===== config.mk =====
export PLATFORM = sky130hd
export DESIGN_NAME = rabg_queue
export DESIGN_NICKNAME = d
export VERILOG_FILES = /design/src/rabg_pkg.sv /design/src/rabg_queue.sv
export VERILOG_INCLUDE_DIRS = /design/src /design/src/src
export SDC_FILE = /design/constraint.sdc
export NUM_CORES = 1
export LEC_CHECK = 0
export ABC_AREA = 1
export BUFFER_PORTS_ARGS = -buffer_cell sky130_fd_sc_hd__buf_2
export CORE_MARGIN = 2
export CORE_UTILIZATION = 49
export CTS_CLUSTER_DIAMETER = 80
export DETAILED_ROUTE_END_ITERATION = 6
export PLACE_DENSITY_LB_ADDON = 0.15
export SKIP_CTS_REPAIR_TIMING = 1
export SYNTH_ARGS = -nofsm -noshare
export SYNTH_HDL_FRONTEND = slang
export SYNTH_SLANG_ARGS = --single-unit

===== constraint.sdc =====
create_clock -name clk -period 1.59 [get_ports clk]
set_input_delay 0.159 -clock clk [delete_from_list [all_inputs] [get_ports clk]]
set_output_delay 0.159 -clock clk [all_outputs]
set_load 0.03 [all_outputs]

===== src/running_average_background_top_macros.svh =====
// Assertion macros shared by the running average background RTL.
// Needs a clock named clk and an active-low reset named rst_n in scope.
`ifndef RUNNING_AVERAGE_BACKGROUND_TOP_MACROS_SVH
`define RUNNING_AVERAGE_BACKGROUND_TOP_MACROS_SVH

`ifndef NO_ASSERTIONS

// property must hold at every clock edge outside reset
`define RABG_ASSERT(label, prop) \
    label: assert property (@(posedge clk) disable iff (!rst_n) prop) \
        else $error("rabg assertion failed");

// condition must never be seen outside reset
`define RABG_ASSERT_NEVER(label, cond) \
    label: assert property (@(posedge clk) disable iff (!rst_n) !(cond)) \
        else $error("rabg forbidden condition seen");

`else

`define RABG_ASSERT(label, prop)
`define RABG_ASSERT_NEVER(label, cond)

`endif

`endif


===== src/rabg_pkg.sv =====
// Shared types, register codes and the grey conversion for the running
// average background block. No dependencies.
package rabg_pkg;

    localparam int PIX_W       = 8;
    localparam int DIM_W       = 10;
    localparam int GAMMA_CFG_W = 9;
    localparam int CFG_IDX_W   = 2;
    localparam int CFG_DATA_W  = 10;
    localparam int TOT_W       = 2 * DIM_W;
    localparam int Q_DEPTH     = 2;

    // BT.601 luma weights in Q14
    localparam int W_RED       = 4899;
    localparam int W_GREEN     = 9617;
    localparam int W_BLUE      = 1868;
    localparam int GREY_ROUND  = 8192;
    localparam int GREY_SHIFT  = 14;
    localparam int GREY_SUM_W  = GREY_SHIFT + PIX_W;

    // configuration register indexes
    typedef enum logic [CFG_IDX_W-1:0] {
        REG_FRAME_WIDTH  = 2'd0,
        REG_FRAME_HEIGHT = 2'd1,
        REG_GAMMA_Q8     = 2'd2
    } reg_idx_t;

    // per-pixel control carried from front to back
    typedef struct packed {
        logic [PIX_W-1:0] grey;
        logic             hold;
        logic             first;
        logic             last;
    } tag_t;

    // rounded grey level from one colour pixel
    function automatic logic [PIX_W-1:0] grey_of(
        input logic [PIX_W-1:0] r,
        input logic [PIX_W-1:0] g,
        input logic [PIX_W-1:0] b
    );
        logic [GREY_SUM_W-1:0] acc;
        acc = GREY_SUM_W'(r) * GREY_SUM_W'(W_RED)
            + GREY_SUM_W'(g) * GREY_SUM_W'(W_GREEN)
            + GREY_SUM_W'(b) * GREY_SUM_W'(W_BLUE)
            + GREY_SUM_W'(GREY_ROUND);
        return acc[GREY_SHIFT +: PIX_W];
    endfunction

endpackage


===== src/rabg_queue.sv =====
// Short word queue between the front and back ends.
// Depends on rabg_pkg and the macros.
`include "running_average_background_top_macros.svh"

module rabg_queue #(
    parameter int DW = 8
) (
    input  logic          clk,
    input  logic          rst_n,
    input  logic          push_valid,
    output logic          push_ready,
    input  logic [DW-1:0] push_data,
    output logic          pop_valid,
    input  logic          pop_ready,
    output logic [DW-1:0] pop_data
);

    localparam int PTR_W = (rabg_pkg::Q_DEPTH > 1) ? $clog2(rabg_pkg::Q_DEPTH) : 1;
    localparam int CNT_W = $clog2(rabg_pkg::Q_DEPTH + 1);

    logic [DW-1:0]    slot_reg [rabg_pkg::Q_DEPTH];
    logic [PTR_W-1:0] wr_ptr_reg;
    logic [PTR_W-1:0] rd_ptr_reg;
    logic [CNT_W-1:0] count_reg;
    logic             push;
    logic             pop;

    assign push_ready = count_reg != CNT_W'(rabg_pkg::Q_DEPTH);
    assign pop_valid  = count_reg != '0;
    assign push       = push_valid && push_ready;
    assign pop        = pop_valid && pop_ready;
    assign pop_data   = slot_reg[rd_ptr_reg];

    // storage
    always_ff @(posedge clk)
    begin
        if (push)
            slot_reg[wr_ptr_reg] <= push_data;
    end

    // pointers and fill level
    always_ff @(posedge clk or negedge rst_n)
    begin
        if (!rst_n)
        begin
            wr_ptr_reg <= '0;
            rd_ptr_reg <= '0;
            count_reg  <= '0;
        end
        else
        begin
            if (push)
                wr_ptr_reg <= (wr_ptr_reg == PTR_W'(rabg_pkg::Q_DEPTH - 1)) ?
                              '0 : wr_ptr_reg + PTR_W'(1);
            if (pop)
                rd_ptr_reg <= (rd_ptr_reg == PTR_W'(rabg_pkg::Q_DEPTH - 1)) ?
                              '0 : rd_ptr_reg + PTR_W'(1);
            if (push && !pop)
                count_reg <= count_reg + CNT_W'(1);
            else if (pop && !push)
                count_reg <= count_reg - CNT_W'(1);
        end
    end

    `RABG_ASSERT_NEVER(a_q_overflow, count_reg > CNT_W'(rabg_pkg::Q_DEPTH))
    `RABG_ASSERT(a_q_ptrs_agree, count_reg == '0 |-> wr_ptr_reg == rd_ptr_reg)

endmodule


## Word level (Yosys, flattened, before mapping)

Memories as Yosys holds them, arrays and structs flattened.
Cells that the tools add are included.

- Flip-flop bits (word level): 4
- RAM bits: 16
- Bits of input ports: 12
- Output and inout bits: 10
- Logic and storage cells: 23
- Memories: 1

Memory list:

| memory | depth | width | read ports | clocked after Yosys merged registers in | wr ports | RTL line | RTL |
|---|---|---|---|---|---|---|---|
| slot_reg | 2 | 8 | 1 | 0 | 1 | rabg_queue.sv:21 | `logic [DW-1:0] slot_reg [rabg_pkg::Q_DEPTH];` |

- Add/subtract/negate cells: 4
- Eq/ne operators: 1
- Multiplexer cells: 6
- Reductions and logical operators: 8

Operators with widths:

| cell | count |
|---|---|
| logical AND 1 bit | 4 |
| two-way mux 1 bit | 4 |
| two-way mux 2 bit | 2 |
| nonzero test 2 bit | 2 |
| adder 1 bit, second input constant | 2 |
| adder 2 x 1 -> 2 bit, second input constant | 1 |
| logical NOT 1 bit | 2 |
| inequality test 2 bit, second input constant | 1 |
| subtractor 2 x 1 -> 2 bit, second input constant | 1 |

## Longest topological paths before layout

- Depth after elaboration: 6
- Depth in mapped cells: 10

## Least setup slack after synthesis

OpenSTA, ideal clock, no wires.

- Path type: register to register
- Start: register count_reg[0]
- End: memory slot_reg[0][0], enable pin
- Arrival: 1.010 ns
- Path slack: 0.210 ns
- Stages on the path, launching flop included: 5
- Path buffers: 0
- Cells stage by stage: dfrtp_1 -> inv_2 -> nand2_4 -> nand2_4 -> nor2_1

- Word-level cells in the longest chain between the ends: 4

Ends and longest elaborated chain:

| item | RTL line | RTL |
|---|---|---|
| start: declaration | rabg_queue.sv:24 | `logic [CNT_W-1:0] count_reg;` |
| start signal: assignment | rabg_queue.sv:59 | `count_reg <= count_reg + CNT_W'(1);` |
| start signal: assignment | rabg_queue.sv:61 | `count_reg <= count_reg - CNT_W'(1);` |
| inequality test 2 bit | rabg_queue.sv:28 | `assign push_ready = count_reg != CNT_W'(rabg_pkg::Q_DEPTH);` |
| net push_ready | rabg_queue.sv:11 | `output logic push_ready,` |
| logical AND 1 bit | rabg_queue.sv:30 | `assign push = push_valid && push_ready;` |
| two-way mux 1 bit | rabg_queue.sv:37 | `if (push)` |
| two-way mux 1 bit (not written as such) | rabg_queue.sv:38 | `slot_reg[wr_ptr_reg] <= push_data;` |
| end: declaration | rabg_queue.sv:21 |  |

The timed path passes the listed nets, and every way through them passes these cells.

## Final worst setup path

- Start: register rd_ptr_reg
- End: output pop_data[2]

- Word-level cells in the longest chain between the ends: 1

Ends and longest elaborated chain:

| item | RTL line | RTL |
|---|---|---|
| start: declaration | rabg_queue.sv:23 | `logic [PTR_W-1:0] rd_ptr_reg;` |
| start signal: assignment | rabg_queue.sv:56 | `rd_ptr_reg <= (rd_ptr_reg == PTR_W'(rabg_pkg::Q_DEPTH - 1)) ?` |
| memory (2 x 8 bit) | n/a |  |
| end: declaration | rabg_queue.sv:15 | `output logic [DW-1:0] pop_data` |

Every way passes these cells.

==> flow_metrics.tcl <==
set metrics [dict create \
    synth_most_common_cell "nand2_1" \
    viasPerCell 4.58 \
    yosys_register_bits 20 \
    grt_pass1_vias 461 \
    rsz0062_at_grt "no" \
    cts_tree "yes" \
    num_rows 14 \
    startpoint_type "flip-flop" \
    cp_slowest_cell "dfrtp_2" \
    cts_root_buffer "clkbuf_4" \
    grt_max_degree 13 \
    clkLatencyLatePin_ns 0.29 \
    grtUsageTotal_pct 14.4 \
    num_vias 527 \
    slew_headroom_pct 86.5 \
    setup_tns_ns 0 \
    crit_fanout 10 \
    worstSetupEndpointType "output port" \
    drt-wirelength-per-cell_um 11.3 \
    syn_avg_cell_area_um2 11.8 \
    crit_arrival_ns 1.31 \
    die_w_um 45.1 \
    die_area_um2 2030 \
    coreArea_um2 1540 \
    ys_types 14 \
    max_stage_delay_ns 0.50 \
    synth_top_flop_cell "edfxtp_1" \
    final-hold-violation-count 0 \
    post-route-period-util_pct 92.4 \
    grt.overflow.total 0 \
    clock.fmax_mhz 681 \
    drv_slew 0 \
    ys_seq_area_share_pct 70.2 \
    synth.top_cell.area_share_pct 58.1 \
    path_cells "inv_2, nand2_1, nand2_1, buf_2" \
    finalSetupViolations 0 \
    cts_made_buffers 3 \
    max_cap_violations 0 \
    fill_cells 120 \
    pin_count 22 \
    period_needed_ns 1.47 \
    dp_hpwl_um 943 \
    crit_buf_inv 2 \
    ir_worst_vdd_mv 1.22 \
    drc 0 \
    antenna_found_initial 0 \
    synth_nets 83 \
    area_growth_pct 25.1 \
    yosys-top-cells-count "30 x nand2_1, 16 x edfxtp_1, 4 x dfrtp_1, 4 x inv_1, 3 x inv_2" \
    synth_area_um2 827 \
    diodes 0 \
    io_buffers 21 \
    start_util_pct 53.7 \
    die_h_um 45.1 \
    drt_wl_total_um 1290 \
    layout.nets 113 \
    clkSinkCount 20 \
    multi_input_area_um2 209 \
    final_core_util_pct 67.1 \
    tightest_slew_ns 0.202 \
    path_clk_slew_ns 0.11 \
    powerDensity_nw_per_um2 2080 \
    drive_gt1_share_pct 38.4 \
    yosysTopAreaCell "edfxtp_1" \
    holdCritPathClass "in -> reg" \
    postRouteAntennaNets 0 \
    skew_ns 0.00258 \
    yosys_warnings 0 \
    gp_congestion 0.873 \
    ctsHtreeMaxLevel 1 \
    async_reset_ff_share_pct 20.0 \
    synth-edff-count 16 \
    drtPass1Iterations 3 \
    worstPathRequired_ns 1.43 \
    totalPowerFinal_mw 2.15 \
    crit_top_cell "nand2_1" \
    grt_pass1_wl_um 2060 \
    drt_iter0_markers 6 \
    worst-setup-path-type "reg -> out" \
    largest_reg_flops 16 \
    clockBufferDepth 2 \
    synth_area_leaders "edfxtp_1 58%, nand2_1 14%, dfrtp_1 12%, nand2_4 2.7%, xor2_2 2.0%" \
    area.sequential_um2 582 \
    crit_family "flip-flops" \
    synthCells 70 \
    run_status "finished, final reports clean" \
    total_leakage_power_nw 0.494 \
]
-- layer usage --
| metal | track usage [%] | up-vias | share of wire, % |
|---|---|---|---|
| li1 | - | 283 | - |
| met1 | 18.3 | 232 | 45 |
| met2 | 24.6 | 12 | 50 |
| met3 | 3.60 | 0 | 3.9 |
| met4 | 3.53 | 0 | 0 |
| met5 | 0 | - | 0 |
-- path summary, 6_finish.rpt --
kind	from	to	slack [ns]	cells after the start
setup / recovery	rd_ptr_reg	pop_data[2]	0.12	4
hold / removal	push_data[5]	slot_reg[1][5]	0.05	1
setup reg to reg	count_reg[0]	count_reg[1]	0.18	9
hold reg to reg	count_reg[0]	count_reg[0]	0.54	1
max in group asynchronous	rst_n	rd_ptr_reg	1.28	2
min in group asynchronous	rst_n	count_reg[0]	0.18	2
-- per-stage QoR --
| stage | hold slack, ns | cell area [um^2] | instances | worst slack [ns] |
|---|---|---|---|---|
| 2_1_floorplan | -0.137 | 827 | 70 | 0.210 |
| 3_3_place_gp | -0.0285 | 971 | 110 | 0.265 |
| 3_5_place_dp | -0.0295 | 971 | 110 | 0.189 |
| 4_1_cts | -0.354 | 1020 | 114 | 0.0376 |
| 5_1_grt | 0.0281 | 1030 | 115 | 0.0497 |
| 6_report | 0.0454 | 1030 | 115 | 0.121 |
-- power by group --
group	switching, mW	total [mW]	leakage (nW)	internal (mW)
sequential	0.0983	0.830	0.195	0.732
clock	0.148	0.403	0.0279	0.255
combinational	0.625	0.920	0.271	0.295
-- cells in the final DEF (no fill, tap or decap), drive strengths merged --
| cell | Yosys | layout |
|---|---|---|
| nand4 | 1 | 1 |
| xnor2 | 1 | 1 |
| edfxtp | 16 | 16 |
| nor2 | 2 | 2 |
| nand2 | 34 | 34 |
| buf | 1 | 25 |
| ha | 1 | 1 |
| inv | 7 | 7 |
| dfrtp | 4 | 4 |
| dlygate4sd3 | 0 | 1 |
| clkbuf | 0 | 3 |
| bufinv | 0 | 1 |
| nand3 | 2 | 2 |
| xor2 | 1 | 1 |
-- cells by family (layout without fill, tap and decap cells) --
family,after synthesis,count (layout),share of synthesized area [%]
XOR/XNOR,2,2,3.03
adder cells (fa/ha/maj),1,1,1.51
buffers and inverters,8,37,4.54
flip-flops,20,20,70.2
AND/OR/NAND/NOR,39,39,20.7
-- worst register-to-register path, delay by kind of cell, from the launching register on --
kind / cells / cell delay [ns]
adder cells (fa/ha/maj): 1 / 0.33
buffers and inverters: 3 / 0.24
flip-flops: 1 / 0.43
AND/OR/NAND/NOR: 5 / 0.32
-- cell type report --
type | count | share of cell area [%]
inverter | 7 | 2.54
sequential | 20 | 56.2
tap | 16 | 1.93
timing repair buffer | 26 | 14.0
multi-input combinational | 42 | 20.2
clock inverter | 1 | 2.90
clock buffer | 3 | 2.18
Power figures use the tool's default switching activity.
