$ cat src/running_average_background_top_macros.svh
// Assertion macros shared by the running average background RTL.
// Needs a clock named clk and an active-low reset named rst_n in scope.
`ifndef RUNNING_AVERAGE_BACKGROUND_TOP_MACROS_SVH
`define RUNNING_AVERAGE_BACKGROUND_TOP_MACROS_SVH

`ifndef NO_ASSERTIONS

// property must hold at every clock edge outside reset
`define RABG_ASSERT(label, prop) \
    label: assert property (@(posedge clk) disable iff (!rst_n) prop) \
        else $error("rabg assertion failed");

// condition must never be seen outside reset
`define RABG_ASSERT_NEVER(label, cond) \
    label: assert property (@(posedge clk) disable iff (!rst_n) !(cond)) \
        else $error("rabg forbidden condition seen");

`else

`define RABG_ASSERT(label, prop)
`define RABG_ASSERT_NEVER(label, cond)

`endif

`endif

$ cat src/rabg_pkg.sv
// Shared types, register codes and the grey conversion for the running
// average background block. No dependencies.
package rabg_pkg;

    localparam int PIX_W       = 8;
    localparam int DIM_W       = 10;
    localparam int GAMMA_CFG_W = 9;
    localparam int CFG_IDX_W   = 2;
    localparam int CFG_DATA_W  = 10;
    localparam int TOT_W       = 2 * DIM_W;
    localparam int Q_DEPTH     = 2;

    // BT.601 luma weights in Q14
    localparam int W_RED       = 4899;
    localparam int W_GREEN     = 9617;
    localparam int W_BLUE      = 1868;
    localparam int GREY_ROUND  = 8192;
    localparam int GREY_SHIFT  = 14;
    localparam int GREY_SUM_W  = GREY_SHIFT + PIX_W;

    // configuration register indexes
    typedef enum logic [CFG_IDX_W-1:0] {
        REG_FRAME_WIDTH  = 2'd0,
        REG_FRAME_HEIGHT = 2'd1,
        REG_GAMMA_Q8     = 2'd2
    } reg_idx_t;

    // per-pixel control carried from front to back
    typedef struct packed {
        logic [PIX_W-1:0] grey;
        logic             hold;
        logic             first;
        logic             last;
    } tag_t;

    // rounded grey level from one colour pixel
    function automatic logic [PIX_W-1:0] grey_of(
        input logic [PIX_W-1:0] r,
        input logic [PIX_W-1:0] g,
        input logic [PIX_W-1:0] b
    );
        logic [GREY_SUM_W-1:0] acc;
        acc = GREY_SUM_W'(r) * GREY_SUM_W'(W_RED)
            + GREY_SUM_W'(g) * GREY_SUM_W'(W_GREEN)
            + GREY_SUM_W'(b) * GREY_SUM_W'(W_BLUE)
            + GREY_SUM_W'(GREY_ROUND);
        return acc[GREY_SHIFT +: PIX_W];
    endfunction

endpackage

$ cat src/rabg_pixel_if.sv
// Pixel input channel: valid/ready handshake with one colour word.
// Depends on rabg_pkg.
interface rabg_pixel_if;
    logic                        valid;
    logic                        ready;
    logic [rabg_pkg::PIX_W-1:0]  blue;
    logic [rabg_pkg::PIX_W-1:0]  green;
    logic [rabg_pkg::PIX_W-1:0]  red;
    logic                        hold;

    modport source (output valid, blue, green, red, hold, input ready);
    modport sink   (input valid, blue, green, red, hold, output ready);
endinterface

$ cat src/rabg_cfg_if.sv
// Configuration write channel: valid/ready handshake, register index and data.
// Depends on rabg_pkg.
interface rabg_cfg_if;
    logic                             valid;
    logic                             ready;
    logic [rabg_pkg::CFG_IDX_W-1:0]   index;
    logic [rabg_pkg::CFG_DATA_W-1:0]  data;

    modport source (output valid, index, data, input ready);
    modport sink   (input valid, index, data, output ready);
endinterface

$ cat src/rabg_front.sv
// Front end: configuration registers, scan position, frame tracking and grey
// conversion. Depends on rabg_pkg, the pixel and cfg interfaces and the macros.
`include "running_average_background_top_macros.svh"

module rabg_front #(
    parameter int  MAX_WIDTH       = 512,
    parameter int  MAX_HEIGHT      = 512,
    parameter int  GAMMA_FRAC_BITS = 8,
    localparam int DEPTH           = MAX_WIDTH * MAX_HEIGHT,
    localparam int ADDR_W          = (DEPTH > 1) ? $clog2(DEPTH) : 1
) (
    input  logic                       clk,
    input  logic                       rst_n,
    rabg_pixel_if.sink                 pixel,
    rabg_cfg_if.sink                   cfg,
    output logic                       push_valid,
    input  logic                       push_ready,
    output logic [ADDR_W-1:0]          push_addr,
    output rabg_pkg::tag_t             push_tag,
    output logic [GAMMA_FRAC_BITS:0]   gamma_eff
);

    localparam int CMP_W   = ((ADDR_W > rabg_pkg::TOT_W) ? ADDR_W : rabg_pkg::TOT_W) + 1;
    localparam int DIM_MAX = (1 << rabg_pkg::DIM_W) - 1;
    localparam int W_LIM   = (MAX_WIDTH > DIM_MAX) ? DIM_MAX : MAX_WIDTH;
    localparam int H_LIM   = (MAX_HEIGHT > DIM_MAX) ? DIM_MAX : MAX_HEIGHT;
    localparam int GAM_W   = (GAMMA_FRAC_BITS + 1 > rabg_pkg::GAMMA_CFG_W) ?
                             GAMMA_FRAC_BITS + 1 : rabg_pkg::GAMMA_CFG_W;
    localparam int GAMMA_RESET = (9 * (1 << GAMMA_FRAC_BITS) + 5) / 10;
    localparam logic [GAM_W-1:0] GAMMA_ONE = GAM_W'(1) << GAMMA_FRAC_BITS;

    logic [rabg_pkg::DIM_W-1:0] width_reg;
    logic [rabg_pkg::DIM_W-1:0] height_reg;
    logic [GAM_W-1:0]           gamma_reg;
    logic                       cfg_hold_reg;
    logic [rabg_pkg::TOT_W-1:0] total_reg;
    logic [ADDR_W-1:0]          idx_reg;
    logic [ADDR_W-1:0]          idx_next;
    logic                       have_ref_reg;
    logic [rabg_pkg::DIM_W-1:0] width_eff;
    logic [rabg_pkg::DIM_W-1:0] height_eff;
    logic [GAM_W-1:0]           gamma_sat;
    logic                       accept;
    logic                       last;

    // configuration writes; unknown indexes are dropped
    assign cfg.ready = 1'b1;

    always_ff @(posedge clk or negedge rst_n)
    begin
        if (!rst_n)
        begin
            width_reg  <= rabg_pkg::DIM_W'(512);
            height_reg <= rabg_pkg::DIM_W'(512);
            gamma_reg  <= GAM_W'(GAMMA_RESET);
        end
        else if (cfg.valid)
        begin
            case (rabg_pkg::reg_idx_t'(cfg.index))
                rabg_pkg::REG_FRAME_WIDTH:
                    width_reg <= cfg.data[rabg_pkg::DIM_W-1:0];
                rabg_pkg::REG_FRAME_HEIGHT:
                    height_reg <= cfg.data[rabg_pkg::DIM_W-1:0];
                rabg_pkg::REG_GAMMA_Q8:
                    gamma_reg <= GAM_W'(cfg.data[rabg_pkg::GAMMA_CFG_W-1:0]);
                default:
                    ;
            endcase
        end
    end

    // clamp sizes to 1..max and gamma to one
    always_comb
    begin
        if (width_reg == '0)
            width_eff = rabg_pkg::DIM_W'(1);
        else if (width_reg > rabg_pkg::DIM_W'(W_LIM))
            width_eff = rabg_pkg::DIM_W'(W_LIM);
        else
            width_eff = width_reg;

        if (height_reg == '0)
            height_eff = rabg_pkg::DIM_W'(1);
        else if (height_reg > rabg_pkg::DIM_W'(H_LIM))
            height_eff = rabg_pkg::DIM_W'(H_LIM);
        else
            height_eff = height_reg;

        gamma_sat = (gamma_reg > GAMMA_ONE) ? GAMMA_ONE : gamma_reg;
    end

    assign gamma_eff = gamma_sat[GAMMA_FRAC_BITS:0];

    // frame size product, re-registered every cycle; pixels pause in the cycle
    // after any config write so the product has settled
    always_ff @(posedge clk or negedge rst_n)
    begin
        if (!rst_n)
        begin
            total_reg    <= '0;
            cfg_hold_reg <= 1'b1;
        end
        else
        begin
            total_reg    <= rabg_pkg::TOT_W'(width_eff) * rabg_pkg::TOT_W'(height_eff);
            cfg_hold_reg <= cfg.valid;
        end
    end

    // handshake: a pixel goes straight into the queue
    assign pixel.ready = push_ready && !cfg_hold_reg;
    assign push_valid  = pixel.valid && !cfg_hold_reg;
    assign accept      = pixel.valid && pixel.ready;

    // end of frame, also when the frame shrank below the scan position
    assign last = (CMP_W'(idx_reg) + CMP_W'(1)) >= CMP_W'(total_reg);

    always_comb
    begin
        idx_next = idx_reg;
        if (accept)
            idx_next = last ? '0 : idx_reg + ADDR_W'(1);
    end

    always_ff @(posedge clk or negedge rst_n)
    begin
        if (!rst_n)
        begin
            idx_reg      <= '0;
            have_ref_reg <= 1'b0;
        end
        else
        begin
            idx_reg <= idx_next;
            if (accept && last)
                have_ref_reg <= 1'b1;
        end
    end

    // word handed to the back end
    assign push_addr      = idx_reg;
    assign push_tag.grey  = rabg_pkg::grey_of(pixel.red, pixel.green, pixel.blue);
    assign push_tag.hold  = pixel.hold;
    assign push_tag.first = !have_ref_reg;
    assign push_tag.last  = last;

    `RABG_ASSERT(a_cfg_pauses_pixels, cfg.valid && cfg.ready |=> !pixel.ready)
    `RABG_ASSERT(a_frame_end_rewinds, accept && last |=> idx_reg == '0)

endmodule

$ cat src/flat_wrapper.sv
// flat-port wrapper written by rule: the top's interface ports become plain ports
module rabg_front_flat 
#(
    parameter int  MAX_WIDTH       = 512,
    parameter int  MAX_HEIGHT      = 512,
    parameter int  GAMMA_FRAC_BITS = 8,
    localparam int DEPTH           = MAX_WIDTH * MAX_HEIGHT,
    localparam int ADDR_W          = (DEPTH > 1) ? $clog2(DEPTH) : 1
)
  (clk, rst_n, push_valid, push_ready, push_addr, push_tag, gamma_eff, pixel_valid, pixel_blue, pixel_green, pixel_red, pixel_hold, pixel_ready, cfg_valid, cfg_index, cfg_data, cfg_ready);
  rabg_pixel_if pixel_i ();
  rabg_cfg_if cfg_i ();
  input  logic clk;
  input  logic rst_n;
  output logic push_valid;
  input  logic push_ready;
  output logic [ADDR_W-1:0] push_addr;
  output rabg_pkg::tag_t push_tag;
  output logic [GAMMA_FRAC_BITS:0] gamma_eff;
  input wire logic [$bits(pixel_i.valid)-1:0] pixel_valid;
  input wire logic [$bits(pixel_i.blue)-1:0] pixel_blue;
  input wire logic [$bits(pixel_i.green)-1:0] pixel_green;
  input wire logic [$bits(pixel_i.red)-1:0] pixel_red;
  input wire logic [$bits(pixel_i.hold)-1:0] pixel_hold;
  output wire logic [$bits(pixel_i.ready)-1:0] pixel_ready;
  input wire logic [$bits(cfg_i.valid)-1:0] cfg_valid;
  input wire logic [$bits(cfg_i.index)-1:0] cfg_index;
  input wire logic [$bits(cfg_i.data)-1:0] cfg_data;
  output wire logic [$bits(cfg_i.ready)-1:0] cfg_ready;
  assign pixel_i.valid = pixel_valid;
  assign pixel_i.blue = pixel_blue;
  assign pixel_i.green = pixel_green;
  assign pixel_i.red = pixel_red;
  assign pixel_i.hold = pixel_hold;
  assign pixel_ready = pixel_i.ready;
  assign cfg_i.valid = cfg_valid;
  assign cfg_i.index = cfg_index;
  assign cfg_i.data = cfg_data;
  assign cfg_ready = cfg_i.ready;
  rabg_front #(.MAX_WIDTH(MAX_WIDTH), .MAX_HEIGHT(MAX_HEIGHT), .GAMMA_FRAC_BITS(GAMMA_FRAC_BITS)) u_core (.clk(clk), .rst_n(rst_n), .pixel(pixel_i), .cfg(cfg_i), .push_valid(push_valid), .push_ready(push_ready), .push_addr(push_addr), .push_tag(push_tag), .gamma_eff(gamma_eff));
endmodule
$ cat config.mk
export PLATFORM = sky130hd
export DESIGN_NAME = rabg_front_flat
export DESIGN_NICKNAME = d
export VERILOG_FILES = /design/src/rabg_pkg.sv /design/src/rabg_pixel_if.sv /design/src/rabg_cfg_if.sv /design/src/rabg_front.sv /design/src/flat_wrapper.sv
export VERILOG_INCLUDE_DIRS = /design/src /design/src/src
export SDC_FILE = /design/constraint.sdc
export NUM_CORES = 1
export LEC_CHECK = 0
export ABC_AREA = 1
export BUFFER_PORTS_ARGS = -buffer_cell sky130_fd_sc_hd__buf_4
export CORE_UTILIZATION = 47
export CTS_CLUSTER_DIAMETER = 150
export DETAILED_ROUTE_END_ITERATION = 12
export SYNTH_ARGS = -nofsm -noshare
export SYNTH_HDL_FRONTEND = slang
export SYNTH_SLANG_ARGS = --single-unit
$ cat constraint.sdc
create_clock -name clk -period 9.6 [get_ports clk]
set_input_delay 0.48 -clock clk [delete_from_list [all_inputs] [get_ports clk]]
set_output_delay 0.48 -clock clk [all_outputs]
set_load 0.01 [all_outputs]
## Word level (Yosys, flattened, before mapping)

Cells that the tools add are included.
Widths: inputs -> output; s select.

- Shift operators: 0
- Mux-type cells: 6
- Div/mod/pow operators: 0
- Reduce and logical (&&, ||, !) cells: 12
- Multipliers: 4
- Bitwise gates (word level): 0
- Add/subtract/negate cells: 5
- Magnitude comparators: 4
- Eq/ne operators: 2

Operator list:

| cell | number |
|---|---|
| $mux 10 | 4 |
| $add 21x22->22 | 1 |
| $add 22x14->22 const B | 1 |
| $add 22x19->22 | 1 |
| $mul 8x14->22 const B | 1 |
| $ge 21x20->1 | 1 |
| $mul 8x13->21 const B | 1 |
| $gt 10x10->1 const B | 2 |
| $logic_not 10->1 | 2 |
| $mul 10x10->20 | 1 |
| $add 18x1->19 const B | 1 |
| $add 18x1->18 const B | 1 |
| $mux 18 | 1 |
| $mul 8x9->17 const B | 1 |
| $gt 9x9->1 const B | 1 |
| $mux 9 | 1 |
| $reduce_and 2->1 | 3 |
| $logic_and 1x1->1 | 4 |
| $eq 2x1->1 const B | 1 |
| $eq 2x2->1 const B | 1 |
| $logic_not 1->1 | 2 |
| $logic_not 2->1 | 1 |

- Latch bits: 0
- Memories kept: 0
- Logic and storage cells: 40
- Memory bits (writable): 0
- Memory bits (read-only): 0
- Register bits: 69

## Depth between registers and ports, before layout

- Depth after elaboration: 4
- Mapped depth: 33

## Worst setup path after synthesis

Ideal clock, no wire load.

- Path kind: input to output
- From: input pixel_blue[6]
- To: output push_tag[7] (netlist bit)
- Setup slack: 2444 ps
- Stages: 29
- Arrival: 6676 ps
- Required time: 9120 ps
- Cells stage by stage: inv_1 > ha_1 > fa_1 > fa_1 > inv_1 > fa_1 > ha_1 > clkbuf_1 > nand2_1 > o21ai_1 > inv_1 > o21ai_1 > nand3_1 > nand2_1 > xor2_1 > ha_1 > ha_1 > fa_1 > inv_1 > fa_1 > fa_1 > inv_1 > ha_1 > a21oi_1 > a21boi_0 > nor2_1 > nor3_1 > nand3_1 > nand2_1

RTL lines:

| what | RTL line | source |
|---|---|---|
| start: declaration | flat_wrapper.sv:21 | `input wire logic [$bits(pixel_i.blue)-1:0] pixel_blue;` |
| end: declaration | flat_wrapper.sv:18 | `output rabg_pkg::tag_t push_tag;` |

==> impl_metrics.json <==
{
  "run_status": "complete, no violations",
  "library_cell_appearing_most_often_on_the_critical_path": "fa_1",
  "hold_violations": 0,
  "critical_path.reg2reg.startpoint": "u_core.width_reg[6]",
  "drtAntennaViolNets": 0,
  "finalWeightedCongestion": 0.886,
  "holdBufCountCts": 0,
  "tritoncts": "built",
  "largest_reg_flops": 20,
  "crit_buf_inv": 7,
  "syn_nets": 1985,
  "critical_path.startpoint_type": "input port",
  "cp_top_family": "adder cells",
  "synth_top_cell_area_share_pct": 23.9,
  "remaining_drc_errors": 0,
  "worst_slew_margin_rel_pct": 40.3,
  "cp_max_stage_cell": "fa_1",
  "port_buffers": 79,
  "clk_root_buffer_cell": "clkbuf_16",
  "detail_route.first_pass.iterations": 5,
  "tightest_slew_ns": 0.895,
  "drt-wirelength-per-cell_um": 14.2,
  "placementRows": 59,
  "synth_area_um2": 12500,
  "cts.sinks": 69,
  "synth.largest_area_cell": "fa_1",
  "cts.repair_timing.setup_buffer_count": 0,
  "clock_latency_ns": 0.34,
  "post-route-cell-area_um2": 13700,
  "fin_crit_ns": 7.87,
  "achievable-frequency_mhz": 127,
  "grt_max_degree": 70,
  "cts_buffers": 9,
  "die-width_um": 165,
  "globalRouteOverflowTotal": 0,
  "route.detailed.vias_per_inst": 4.91,
  "final_common_cell": "inv_1",
  "critPathCaptureType": "output port",
  "path_clk_slew_ns": 0.06,
  "finalSetupTns_ns": 0,
  "post_dp_area_um2": 13400,
  "finalHoldWorstSlack_ns": 0.249,
  "detail_route.iter0.violations": 429,
  "ratio_of_final_minimum_period_to_clock_period_pct": 82.0,
  "synth_sequential_area_ratio_pct": 13.9,
  "final_cell_mix": "386 x inv_1, 314 x nand2_1, 218 x ha_1",
  "synth.top_cells.by_area": "fa_1 24%, ha_1 22%, dfrtp_1 12%",
  "first_global_vias": 9506,
  "grt_pass1_wl_mm": 47.0,
  "max_cap_viol_count": 0,
  "grt_antenna_before_repair": 0,
  "avgSynthCellArea_um2": 7.91,
  "setup_viol_count_final": 0,
  "die_h_um": 165,
  "die_area_um2": 27200,
  "layout-drive-gt1-share_pct": 7.98,
  "yosys_warnings": 0,
  "worst-path-max-fanout": 7,
  "worst_min_path_class": "input port to async pin",
  "clockBufferDepth": 2,
  "htree_num_levels": 3,
  "initial_core_util_pct": 47.8,
  "worst_path_largest_cell_delay_ns": 0.60,
  "num_io_pins": 83,
  "synthesis_to_finish_area_growth_pct": 10.1,
  "gr-usage-all-layers_pct": 21.9,
  "cp_data_required_time_ns": 9.12,
  "core_region_area_um2": 26100,
  "detail_route.wirelength_mm": 28.2,
  "antennaDiodeCount": 0,
  "synth_seq_cells": 69,
  "finClkSkew_ns": 0.00840,
  "grt_setup_unrepaired": "no",
  "via_count": 9772,
  "critical_path_arrival_ns": 7.39,
  "synthesis.instances": 1576,
  "nets": 2059,
  "timing_worst_setup_path_type": "input port to output port",
  "critical_path.startpoint": "pixel_blue[6]",
  "synth.distinct_cells": 36,
  "slew_violations": 0,
  "cts.repair.resized": 0,
  "dp.final_hpwl_mm": 24.6
}
## cell type report
class / count / area (um^2)
Tap cell: 335 / 419
Clock buffer: 10 / 229
Timing Repair Buffer: 80 / 601
Inverter: 402 / 1510
Sequential cell: 69 / 1740
Clock inverter: 6 / 87.6
Fill cell: 2571 / 12300
Multi-Input combinational cell: 1088 / 9140
## metrics by stage
step	utilization, %	std cells	setup WS [ns]
2_1_floorplan	-	1576	2.44
3_3_place_gp	51.4	1974	1.90
3_5_place_dp	51.4	1974	1.83
4_1_cts	52.7	1990	1.77
5_1_grt	52.7	1990	1.25
6_report	52.7	1990	1.73
## cells in the mapped netlist
cell type / n
a21o_1: 3
clkinv_1: 1
o21ai_1: 2
a21boi_0: 4
nand2_4: 1
nand4_1: 12
a31oi_1: 2
buf_4: 3
dfrtp_1: 61
nor4_4: 1
fa_1: 149
o211ai_1: 1
o21bai_1: 7
o21ai_2: 1
o2111ai_1: 2
o21ai_0: 47
nor4_1: 3
nand3_1: 71
inv_2: 15
clkbuf_1: 11
a211oi_1: 2
nor3_1: 12
xor2_1: 32
o21a_1: 2
inv_1: 386
buf_2: 3
nor2_8: 7
xnor2_1: 13
nor2_2: 1
nor2_1: 134
dfstp_2: 8
conb_1: 1
nand2_1: 314
a21oi_1: 43
or2_2: 3
ha_1: 218
## path summary, 6_finish.rpt
| path | end | slack (ns) | cells after the start |
|---|---|---|---|
| max | push_tag[7] | 1.73 | 31 |
| min | u_core.push_addr[10] | 0.25 | 1 |
| max reg2reg | u_core.total_reg[17] | 3.99 | 25 |
| min in group clk | u_core.cfg_hold_reg | 0.28 | 1 |
| max in group asynchronous | u_core.width_reg[1] | 8.75 | 1 |
| min reg2reg | u_core.have_ref_reg | 0.46 | 2 |
## kinds of logic after synthesis
kind of cell	Yosys count	synth area share, %
fa+ha+maj	367	45.8
simple gates	559	19.2
buf+inv	419	12.7
compound gates	116	5.15
flops	69	13.9
other cells	1	0.0301
xor+xnor	45	3.16
## per-layer routing
layer	vias up	GRT usage (%)	part of all wire (%)
met5	-	0	0
met4	0	2.92	0.68
met3	17	2.94	3.6
met2	134	35.3	47
met1	4666	32.0	49
li1	4955	-	-
Power is left out: the tool's default activity adds up to more than one toggle a clock period on the data nets, which glitch-free logic cannot reach.
